File: src/rtl/pattern_class_string_search_top_macros.svh
// assertion macros for the pattern class string search block
// used by rtl files that carry concurrent assertions; no other dependencies
`ifndef PATTERN_CLASS_STRING_SEARCH_TOP_MACROS_SVH
`define PATTERN_CLASS_STRING_SEARCH_TOP_MACROS_SVH

`ifndef SYNTHESIS
// checked on every rising clock edge outside reset
`define PCSS_ASSERT(lbl, clk, rst, prop) \
   lbl: assert property (@(posedge clk) disable iff (rst) prop) \
      else $error("pcss assertion failed");
// checked on every rising clock edge, reset included
`define PCSS_ASSERT_ALWAYS(lbl, clk, prop) \
   lbl: assert property (@(posedge clk) prop) \
      else $error("pcss assertion failed");
`else
`define PCSS_ASSERT(lbl, clk, rst, prop)
`define PCSS_ASSERT_ALWAYS(lbl, clk, prop)
`endif

`endif

File: src/rtl/pcss_pkg.sv
// shared types and constants for the pattern class string search block
// no dependencies
package pcss_pkg;

   localparam int SLOT_COUNT    = 16;
   localparam int ELEMS_PER_REG = 4;
   localparam int ELEM_W        = 16;
   localparam int LEN_W         = 5;
   localparam int BYTE_W        = 8;
   localparam int CSR_IDX_W     = 3;
   localparam int CSR_DATA_W    = 64;
   localparam int SLOT_REGS     = SLOT_COUNT / ELEMS_PER_REG;

   localparam logic [BYTE_W-1:0] CHAR_ZERO    = 8'h30;
   localparam logic [BYTE_W-1:0] CHAR_NINE    = 8'h39;
   localparam logic [BYTE_W-1:0] CHAR_UP_A    = 8'h41;
   localparam logic [BYTE_W-1:0] CHAR_UP_Z    = 8'h5a;
   localparam logic [BYTE_W-1:0] CHAR_LO_A    = 8'h61;
   localparam logic [BYTE_W-1:0] CHAR_LO_Z    = 8'h7a;
   localparam logic [BYTE_W-1:0] CHAR_LF      = 8'h0a;
   localparam logic [BYTE_W-1:0] CHAR_CR      = 8'h0d;
   localparam logic [BYTE_W-1:0] CASE_BIT     = 8'h20;

   typedef enum logic [2:0] {
      CLS_DIGIT  = 3'd0,
      CLS_LETTER = 3'd1,
      CLS_ANY    = 3'd2,
      CLS_NOCASE = 3'd3,
      CLS_EXACT  = 3'd4
   } elem_class_type;

   typedef enum logic [CSR_IDX_W-1:0] {
      CSR_LENGTH  = 3'd0,
      CSR_SLOTS_A = 3'd1,
      CSR_SLOTS_B = 3'd2,
      CSR_SLOTS_C = 3'd3,
      CSR_SLOTS_D = 3'd4
   } csr_index_type;

   typedef struct packed {
      logic [4:0]         spare;
      elem_class_type     cls;
      logic [BYTE_W-1:0]  value;
   } elem_type;

   typedef struct packed {
      logic [LEN_W-1:0]             eff_len;
      elem_type [SLOT_COUNT-1:0]    elems;
   } pattern_cfg_type;

endpackage

File: src/rtl/pcss_csr.sv
// configuration registers: pattern length and the four element slot words
// depends on pcss_pkg
module pcss_csr #(
   parameter int ELEMS = 16
) (
   input  logic                                  clock,
   input  logic                                  reset,
   input  logic                                  csr_valid,
   input  logic [pcss_pkg::CSR_IDX_W-1:0]        csr_index,
   input  logic [pcss_pkg::CSR_DATA_W-1:0]       csr_data,
   output pcss_pkg::pattern_cfg_type             cfg
);
   import pcss_pkg::*;

   logic [LEN_W-1:0]      length_ff, length_in;
   logic [CSR_DATA_W-1:0] slots_ff [SLOT_REGS];
   logic [CSR_DATA_W-1:0] slots_in [SLOT_REGS];

   always_comb begin
      length_in = length_ff;
      for (int r = 0; r < SLOT_REGS; r++) begin
         slots_in[r] = slots_ff[r];
      end
      if (csr_valid) begin
         unique case (csr_index)
            CSR_LENGTH:  length_in  = csr_data[LEN_W-1:0];
            CSR_SLOTS_A: slots_in[0] = csr_data;
            CSR_SLOTS_B: slots_in[1] = csr_data;
            CSR_SLOTS_C: slots_in[2] = csr_data;
            CSR_SLOTS_D: slots_in[3] = csr_data;
            default: ;
         endcase
      end
   end

   always_ff @(posedge clock) begin
      if (reset) begin
         length_ff <= '0;
         for (int r = 0; r < SLOT_REGS; r++) begin
            slots_ff[r] <= '0;
         end
      end else begin
         length_ff <= length_in;
         for (int r = 0; r < SLOT_REGS; r++) begin
            slots_ff[r] <= slots_in[r];
         end
      end
   end

   // length saturates at the number of implemented elements
   always_comb begin
      if (length_ff > LEN_W'(ELEMS)) begin
         cfg.eff_len = LEN_W'(ELEMS);
      end else begin
         cfg.eff_len = length_ff;
      end
      for (int k = 0; k < SLOT_COUNT; k++) begin
         cfg.elems[k] = slots_ff[k / ELEMS_PER_REG][(k % ELEMS_PER_REG) * ELEM_W +: ELEM_W];
      end
   end

endmodule

File: src/rtl/pcss_match.sv
// per-element class match of one text byte against the compiled pattern
// depends on pcss_pkg
module pcss_match #(
   parameter int ELEMS = 16
) (
   input  logic [pcss_pkg::BYTE_W-1:0]  text_byte,
   input  pcss_pkg::pattern_cfg_type    cfg,
   output logic [ELEMS-1:0]             match_mask
);
   import pcss_pkg::*;

   logic              is_digit;
   logic              is_upper;
   logic              is_lower;
   logic              is_line_end;
   logic [BYTE_W-1:0] text_fold;

   function automatic logic [BYTE_W-1:0] fold_case(input logic [BYTE_W-1:0] c);
      logic [BYTE_W-1:0] r;
      r = c;
      if (c >= CHAR_UP_A && c <= CHAR_UP_Z) begin
         r = c | CASE_BIT;
      end
      return r;
   endfunction

   assign is_digit    = (text_byte >= CHAR_ZERO) && (text_byte <= CHAR_NINE);
   assign is_upper    = (text_byte >= CHAR_UP_A) && (text_byte <= CHAR_UP_Z);
   assign is_lower    = (text_byte >= CHAR_LO_A) && (text_byte <= CHAR_LO_Z);
   assign is_line_end = (text_byte == CHAR_LF) || (text_byte == CHAR_CR);
   assign text_fold   = fold_case(text_byte);

   always_comb begin
      for (int k = 0; k < ELEMS; k++) begin
         logic hit;
         hit = 1'b0;
         case (cfg.elems[k].cls)
            CLS_DIGIT:  hit = is_digit;
            CLS_LETTER: hit = is_upper || is_lower;
            CLS_ANY:    hit = !is_line_end;
            CLS_NOCASE: hit = (text_fold == fold_case(cfg.elems[k].value));
            CLS_EXACT:  hit = (text_byte == cfg.elems[k].value);
            default:    hit = 1'b0;
         endcase
         match_mask[k] = hit && (LEN_W'(k) < cfg.eff_len);
      end
   end

endmodule

File: src/rtl/pattern_class_string_search_top.sv
// pattern class string search: request register, shift-and prefix update, result register
// depends on pcss_pkg, pcss_csr, pcss_match and pattern_class_string_search_top_macros.svh
// throughput: one request per cycle; the prefix update uses combinational class compares
// a final request waits in the request register only while an earlier result is not taken
// reset: synchronous, active high; clears prefixes and handshake state, not the payload registers
`include "pattern_class_string_search_top_macros.svh"

module pattern_class_string_search_top #(
   parameter int MAX_PATTERN = 16
) (
   input  logic                                  clock,
   input  logic                                  reset,
   input  logic                                  req_valid,
   output logic                                  req_ready,
   input  logic [7:0]                            req_text_byte,
   input  logic                                  req_has_byte,
   input  logic                                  req_final_req,
   output logic                                  rsp_valid,
   input  logic                                  rsp_ready,
   output logic                                  rsp_found,
   input  logic                                  csr_valid,
   output logic                                  csr_ready,
   input  logic [pcss_pkg::CSR_IDX_W-1:0]        csr_index,
   input  logic [pcss_pkg::CSR_DATA_W-1:0]       csr_data
);
   import pcss_pkg::*;

   localparam int ELEMS = (MAX_PATTERN < SLOT_COUNT) ? MAX_PATTERN : SLOT_COUNT;

   pattern_cfg_type   cfg;
   logic [ELEMS-1:0]  match_mask;

   logic              s1_valid_ff, s1_valid_in;
   logic [BYTE_W-1:0] s1_byte_ff;
   logic              s1_has_byte_ff;
   logic              s1_final_ff;
   logic              s1_fire;
   logic              req_fire;

   logic [ELEMS-1:0]  active_ff, active_in;
   logic              seen_ff, seen_in;
   logic              rsp_valid_ff, rsp_valid_in;
   logic              rsp_found_ff, rsp_found_in;

   logic [ELEMS-1:0]  shifted;
   logic [ELEMS-1:0]  last_sel;
   logic              hit;

   assign csr_ready = 1'b1;

   pcss_csr #(.ELEMS(ELEMS)) u_csr (
      .clock     (clock),
      .reset     (reset),
      .csr_valid (csr_valid),
      .csr_index (csr_index),
      .csr_data  (csr_data),
      .cfg       (cfg)
   );

   pcss_match #(.ELEMS(ELEMS)) u_match (
      .text_byte  (s1_byte_ff),
      .cfg        (cfg),
      .match_mask (match_mask)
   );

   // a final request needs the result slot free
   assign s1_fire   = s1_valid_ff && (!s1_final_ff || !rsp_valid_ff || rsp_ready);
   assign req_ready = !s1_valid_ff || s1_fire;
   assign req_fire  = req_valid && req_ready;
   assign rsp_valid = rsp_valid_ff;
   assign rsp_found = rsp_found_ff;

   always_comb begin
      if (ELEMS > 1) begin
         shifted = (active_ff << 1) | ELEMS'(1);
      end else begin
         shifted = ELEMS'(1);
      end
      for (int k = 0; k < ELEMS; k++) begin
         last_sel[k] = (cfg.eff_len == LEN_W'(k + 1));
      end
   end

   always_comb begin
      s1_valid_in  = s1_valid_ff;
      active_in    = active_ff;
      seen_in      = seen_ff;
      rsp_valid_in = rsp_valid_ff && !rsp_ready;
      rsp_found_in = rsp_found_ff;
      hit          = 1'b0;
      if (s1_fire) begin
         s1_valid_in = 1'b0;
         if (s1_has_byte_ff && (cfg.eff_len != '0)) begin
            active_in = shifted & match_mask;
            hit       = |(active_in & last_sel);
            seen_in   = seen_ff || hit;
         end
         if (s1_final_ff) begin
            rsp_valid_in = 1'b1;
            rsp_found_in = seen_in || (cfg.eff_len == '0);
            active_in    = '0;
            seen_in      = 1'b0;
         end
      end
      if (req_fire) begin
         s1_valid_in = 1'b1;
      end
   end

   always_ff @(posedge clock) begin
      if (reset) begin
         s1_valid_ff  <= 1'b0;
         active_ff    <= '0;
         seen_ff      <= 1'b0;
         rsp_valid_ff <= 1'b0;
      end else begin
         s1_valid_ff  <= s1_valid_in;
         active_ff    <= active_in;
         seen_ff      <= seen_in;
         rsp_valid_ff <= rsp_valid_in;
      end
   end

   // payload registers
   always_ff @(posedge clock) begin
      if (req_fire) begin
         s1_byte_ff     <= req_text_byte;
         s1_has_byte_ff <= req_has_byte;
         s1_final_ff    <= req_final_req;
      end
      rsp_found_ff <= rsp_found_in;
   end

   // end of string leaves the search state cleared
   `PCSS_ASSERT(a_final_clears, clock, reset,
      (s1_fire && s1_final_ff) |=> (active_ff == '0) && !seen_ff)
   // a pending result is never overwritten by the next final request
   `PCSS_ASSERT(a_no_overwrite, clock, reset,
      (rsp_valid_ff && !rsp_ready && s1_valid_ff && s1_final_ff) |-> !s1_fire)
   // empty pattern always reports a match
   `PCSS_ASSERT(a_empty_found, clock, reset,
      (s1_fire && s1_final_ff && (cfg.eff_len == '0)) |=> rsp_valid && rsp_found)
   // only a final request raises the result valid
   `PCSS_ASSERT(a_rsp_source, clock, reset,
      $rose(rsp_valid_ff) |-> $past(s1_fire && s1_final_ff))

endmodule

File: config.mk
export PLATFORM = sky130hd
export DESIGN_NAME = pattern_class_string_search_top
export DESIGN_NICKNAME = d
export VERILOG_FILES = /design/src/rtl/pcss_pkg.sv /design/src/rtl/pcss_csr.sv /design/src/rtl/pcss_match.sv /design/src/rtl/pattern_class_string_search_top.sv
export VERILOG_INCLUDE_DIRS = /design/src /design/src/rtl
export SDC_FILE = /design/constraint.sdc
export NUM_CORES = 1
export LEC_CHECK = 0
export ABC_AREA = 0
export BUFFER_PORTS_ARGS = -buffer_cell sky130_fd_sc_hd__buf_2
export CAP_MARGIN = 0
export CELL_PAD_IN_SITES_DETAIL_PLACEMENT = 0
export CELL_PAD_IN_SITES_GLOBAL_PLACEMENT = 1
export CORE_MARGIN = 1
export CORE_UTILIZATION = 30
export CTS_CLUSTER_DIAMETER = 100
export DETAILED_ROUTE_END_ITERATION = 10
export GPL_TIMING_DRIVEN = 0
export PLACE_DENSITY_LB_ADDON = 0.3
export SYNTH_ARGS = -nofsm -noshare
export SYNTH_HDL_FRONTEND = slang
export SYNTH_HIERARCHICAL = 1
export SYNTH_SLANG_ARGS = --single-unit
File: constraint.sdc
create_clock -name clock -period 8.67 [get_ports clock]
set_input_delay 0.4335 -clock clock [delete_from_list [all_inputs] [get_ports clock]]
set_output_delay 0.4335 -clock clock [all_outputs]
set_load 0.01 [all_outputs]
==> impl_metrics.toml, run 1 <==
[global_route]
gr-usage-all-layers_pct = 18.9
antenna_found_initial = 0
grt_max_degree = 15
overflow = 0
grt_pass1_vias = 9448
grt_pass1_wl_um = 59100

[setup_path]
critPathCaptureType = "flop"
cp_max_fo = 10
critPathLaunchType = "flop"
r2r-end = "rsp_found$_DFFE_PP_"
reg2regPathDepth = 11
startpoint = "s1_byte_ff[2]$_DFFE_PP_"
critPathRequiredTime_ps = 9010
critical_path_class = "flop to flop"
regToRegSetupSlack_ps = 4060
worstReg2RegStart = "s1_byte_ff[2]$_DFFE_PP_"
cp-endpoint = "rsp_found$_DFFE_PP_"
arrival_ps = 4950

[routing]
via_per_inst = 5.06
drc_errors = 0
vias = 9696
wl_um = 39200
postRouteAntennaNets = 0
drtIter0Drc = 557
drt-pass1-iter-count = 5
detail_route.wl_per_cell_um = 20.5

[cts]
ctsHoldBuffers = 0
cts_tree = "yes"
cts_max_path_buffers = 3
cts_buffers = 27
htreeDepth = 1
clk_latency_ps = 530
clk_pin_slew_ps = 50
cts-resized-gates = 0
post_cts_buffers = 0
cts-root-buf = "clkbuf_16"
cts_sinks = 210

[sta]
setup_slack_ps = 4060
period_minus_slack_ps = 4610
fmax_ghz = 0.217
hold_violations = 0
fin_crit_sh_pct = 53.2
worst_pin_slew_ps = 1310
rsz0062_at_grt = "no"
fin_worst_skew_ps = 5.79
max-slew-margin-rel_pct = 12.4
setup_violations = 0
setup_tns_ps = 0
report.final.slew_viol_count = 0

[power_and_ir_drop]
peakVddDrop_mv = 0.124
p_leak_nw = 5.64
power.density_mw_per_mm2 = 173

[die]
io-pin-count = 86
initial_core_util_pct = 30.8
die_area_mm2 = 0.0408
coreArea_mm2 = 0.0390
row_count = 72
die_h_um = 202
die-width_um = 202

[cells_and_area]
fillers = 4008
area_growth_pct = 15.5
layout.cells.non_filler = 1915
drive_gt1_share_pct = 12.3
multi_input_area_mm2 = 0.00709
nNetsFinal = 1460
regArea_mm2 = 0.00431

[yosys]
synth_warnings = 6
syn_area_mm2 = 0.0120
avgSynthCellArea_um2 = 9.34
syn_nets = 1367
syn_inst = 1285

[placed_design]
io_buffers = 64
dp_slack_ps = 4180
gp_congestion = 0.867
place_inst = 1867
hpwl_um = 28600

[hold_path]
hold_class = "primary input to flop"

[run]
maxCapViolations = 0

[outcome]
status = "completed"
==> layer usage <==
layer	track usage (%)	up-vias	part of all wire, %
met1	26.6	4744	49
met2	31.3	199	46
li1	-	4722	-
met5	0	-	0
met4	3.35	0	1.4
met3	2.23	31	3.7
==> placed cells by master, fill, tap and decap left out, types with 14 or more instances in the layout <==
| master | instances |
|---|---|
| o221ai_1 | 14 |
| nand2_1 | 35 |
| or4_1 | 17 |
| xnor2_1 | 76 |
| nor2_1 | 26 |
| nor3_1 | 24 |
| nand2b_1 | 232 |
| inv_1 | 27 |
| clkbuf_16 | 27 |
| mux2i_1 | 184 |
| nand3_1 | 21 |
| buf_2 | 97 |
| a32o_1 | 14 |
| nor2b_1 | 19 |
| a21oi_1 | 43 |
| xor2_1 | 53 |
| dfxtp_1 | 199 |
| clkbuf_1 | 51 |
| nand4_1 | 18 |
==> state kept, by name, summed over array words and instances, names as in the netlist <==
| signal | flops |
|---|---|
| active_ff | 15 |
| rsp_found | 1 |
| rsp_valid | 1 |
| s1_byte_ff | 8 |
| s1_final_ff | 1 |
| s1_has_byte_ff | 1 |
| s1_valid_ff | 1 |
| seen_ff | 1 |
| u_csr/length_ff | 5 |
| u_csr/slots_ff | 176 |
==> worst min path at each step <==
stage | from | end | slack [ps] | cells past startpoint
floorplan | active_ff[14]$_SDFFE_PP0P_ | active_ff[14]$_SDFFE_PP0P_ | 430 | 1
global placement | active_ff[14]$_SDFFE_PP0P_ | active_ff[14]$_SDFFE_PP0P_ | 450 | 1
detailed placement | active_ff[14]$_SDFFE_PP0P_ | active_ff[14]$_SDFFE_PP0P_ | 450 | 1
CTS | req_final_req | s1_final_ff$_DFFE_PP_ | 60 | 1
global route | req_final_req | s1_final_ff$_DFFE_PP_ | 60 | 1
finish | req_final_req | s1_final_ff$_DFFE_PP_ | 80 | 1
==> where the power goes <==
group | switching (mW) | internal, mW | leakage [nW] | total [mW]
registers | 0.0235 | 0.996 | 1.72 | 1.02
logic | 0.150 | 0.104 | 3.48 | 0.253
clock network | 0.438 | 0.692 | 0.449 | 1.13
total | 0.612 | 1.79 | 5.64 | 2.40
==> stage by stage <==
stage / util [%] / instance area, µm² / power [mW] / hold WS (ps)
floorplan: - / 12000 / 1.20 / 434
global placement: 33.2 / 13000 / 1.29 / 450
detailed placement: 33.2 / 13000 / 1.29 / 453
CTS: 35.5 / 13900 / 2.43 / 61.2
global route: 35.5 / 13900 / 2.50 / 63.1
finish: 35.5 / 13900 / 2.40 / 75.1
==> final cells by class <==
class	instances	share of cell area, %
Antenna cell	1	0.0181
Buffer	101	3.55
Clock buffer	32	5.37
Clock inverter	15	1.05
Inverter	27	0.731
Multi-Input combinational cell	947	51.2
Sequential cell	210	31.1
Tap cell	518	4.68
Timing Repair Buffer	64	2.31
==> worst max-delay path, cell delays in order (launching register included) <==
cell and delay (ps):
edfxtp_1 370, buf_1 850, buf_2 610, xnor2_1 170, nand4_1 110, nor4_1 670, a21oi_1 170, a221oi_1 570
nand3_1 150, a211oi_1 440, o21ai_0 170, o311ai_2 110
No activity file was read; power rests on OpenSTA's default activity.
==> run 2: changes to the inputs <==
==> constraint.sdc (replaced) <==
create_clock -name clock -period 4.45 [get_ports clock]
set_input_delay 0.2225 -clock clock [delete_from_list [all_inputs] [get_ports clock]]
set_output_delay 0.2225 -clock clock [all_outputs]
set_load 0.01 [all_outputs]
==> impl_metrics.toml, run 2 (synthesized netlist as in run 1, its figures left out) <==
[outcome]
status = "completed"

[setup_path]
critPathLaunchType = "flop"
cp_slowest_cell = "clkbuf_1"
regToRegSetupSlack_ps = 210
arrival_ps = 4580
cp_slowest_stage_delay_ps = 680
worstReg2RegStart = "s1_byte_ff[5]$_DFFE_PP_"
crit_family = "compound AO/OA/AOI/OAI gates"
crit_chain = "clkbuf_1, nand4_1, clkbuf_1, a221oi_1, a21oi_1, a21oi_1, nand3b_4, a21o_1, a221o_1, a31o_2, o311ai_2"
r2r-end = "rsp_found$_DFFE_PP_"
critPathCaptureType = "flop"
critical_path_class = "flop to flop"
critPathRequiredTime_ps = 4790
crit_buf_inv = 2
reg2regPathDepth = 11
cp_max_fo = 10

[placed_design]
io_buffers = 64
hpwl_um = 28600
dpl_cell_area_mm2 = 0.0130
place_inst = 1867
gp_congestion = 0.867
dp_slack_ps = -38.6

[cts]
cts_tree = "yes"
htreeDepth = 1
cts_sinks = 210
clk_latency_ps = 530
cts_max_path_buffers = 3
clk_pin_slew_ps = 50
post_cts_buffers = 0
cts_buffers = 27
cts-root-buf = "clkbuf_16"

[routing]
via_per_inst = 5.06
detail_route.wl_per_cell_um = 20.4
vias = 9753
drtIter0Drc = 554
wl_met3_um = 1480
wl_um = 39200
top_layer = "met4"
wl_met1_um = 18900
met2_length_um = 18200
drc_errors = 0
drt-pass1-iter-count = 5
postRouteAntennaNets = 0

[die]
coreArea_mm2 = 0.0390
die_h_um = 202
initial_core_util_pct = 30.8
io-pin-count = 86
die-width_um = 202
row_count = 72
die_area_mm2 = 0.0408

[sta]
setup_slack_ps = 213
hold_violations = 0
fmax_ghz = 0.236
report.final.slew_viol_count = 0
worst_pin_slew_ps = 871
rsz0062_at_grt = "no"
setup_tns_ps = 0
fin_worst_skew_ps = 6.19
fin_crit_sh_pct = 95.2
max-slew-margin-rel_pct = 41.9
period_minus_slack_ps = 4240
setup_violations = 0
fin_hold_ws_ps = 62.9

[hold_path]
hold_class = "primary input to flop"
hp-start = "rsp_ready"
hold_end = "rsp_valid$_SDFF_PP0_"
whs_path_depth = 3

[run]
maxCapViolations = 0

[power_and_ir_drop]
power.density_mw_per_mm2 = 335
finalPower_mw = 4.69
p_leak_nw = 5.71
peakVddDrop_mv = 0.245

[global_route]
grt_pass1_vias = 9491
overflow = 0
grt_max_degree = 15
grt_pass1_wl_um = 59200
antenna_found_initial = 0
gr-usage-all-layers_pct = 19.0

[cells_and_area]
area_growth_pct = 16.7
layout.cells.non_filler = 1927
drive_gt1_share_pct = 12.8
finish.instance_area_mm2 = 0.0140
nNetsFinal = 1472
largest_register = "u_csr/slots_ff"
post-route-util_pct = 35.9
largest_reg_flops = 176
layout_commonest_cell = "nand2b_1"
largestRegisters = "u_csr/slots_ff (176), active_ff (15), s1_byte_ff (8)"
most-common-layout-cells = "232 x nand2b_1, 199 x dfxtp_1, 184 x mux2i_1"
[run 2: what timing repair did]
action / 4_1_cts / 5_1_grt
setup endpoints to repair: 1 / 2
hold endpoints to repair: 12 / 0
gates resized for setup: 2 / 12
hold buffers: 13 / 0
[run 2: how the worst max path moves through the flow]
stage	start	to	slack, ps	depth (start not counted)
final	s1_byte_ff[5]$_DFFE_PP_	rsp_found$_DFFE_PP_	210	11
after global routing	s1_byte_ff[5]$_DFFE_PP_	rsp_found$_DFFE_PP_	30	11
after CTS	s1_byte_ff[2]$_DFFE_PP_	rsp_found$_DFFE_PP_	3	11
after detailed placement	s1_byte_ff[2]$_DFFE_PP_	rsp_found$_DFFE_PP_	-40	11
after global placement	s1_byte_ff[2]$_DFFE_PP_	rsp_found$_DFFE_PP_	40	11
after floorplan	s1_byte_ff[2]$_DFFE_PP_	rsp_found$_DFFE_PP_	1420	12
[run 2: area by class of cell]
cell class	instances	area [µm²]
fillers	3992	25000
multi-input cells	947	7100
flip-flops and latches	210	4310
clock buffers	32	744
well taps	518	648
plain buffers	100	495
repair buffers	77	450
clock inverters	15	145
inverters	27	101
diodes	1	2.50
[run 2: worst register-to-register path, cell delays in order (launching register included)]
cell and delay [ps]:
edfxtp_1 430, clkbuf_1 680, nand4_1 570, clkbuf_1 510, a221oi_1 400, a21oi_1 70
a21oi_1 300, nand3b_4 100, a21o_1 180, a221o_1 340, a31o_2 240, o311ai_2 240
[run 2: report_power, final]
part | internal, mW | switching [mW] | total [mW] | leakage, nW
Sequential | 1.94 | 0.0491 | 1.99 | 1.72
Clock | 1.35 | 0.856 | 2.21 | 0.449
Combinational | 0.210 | 0.289 | 0.498 | 3.55
Total | 3.50 | 1.19 | 4.69 | 5.71
[run 2: routing by layer]
metal	GRT usage, %	vias to the layer above
met1	26.7	4774
met2	31.4	200
met4	3.35	0
met3	2.13	32
met5	0	-
li1	-	4747
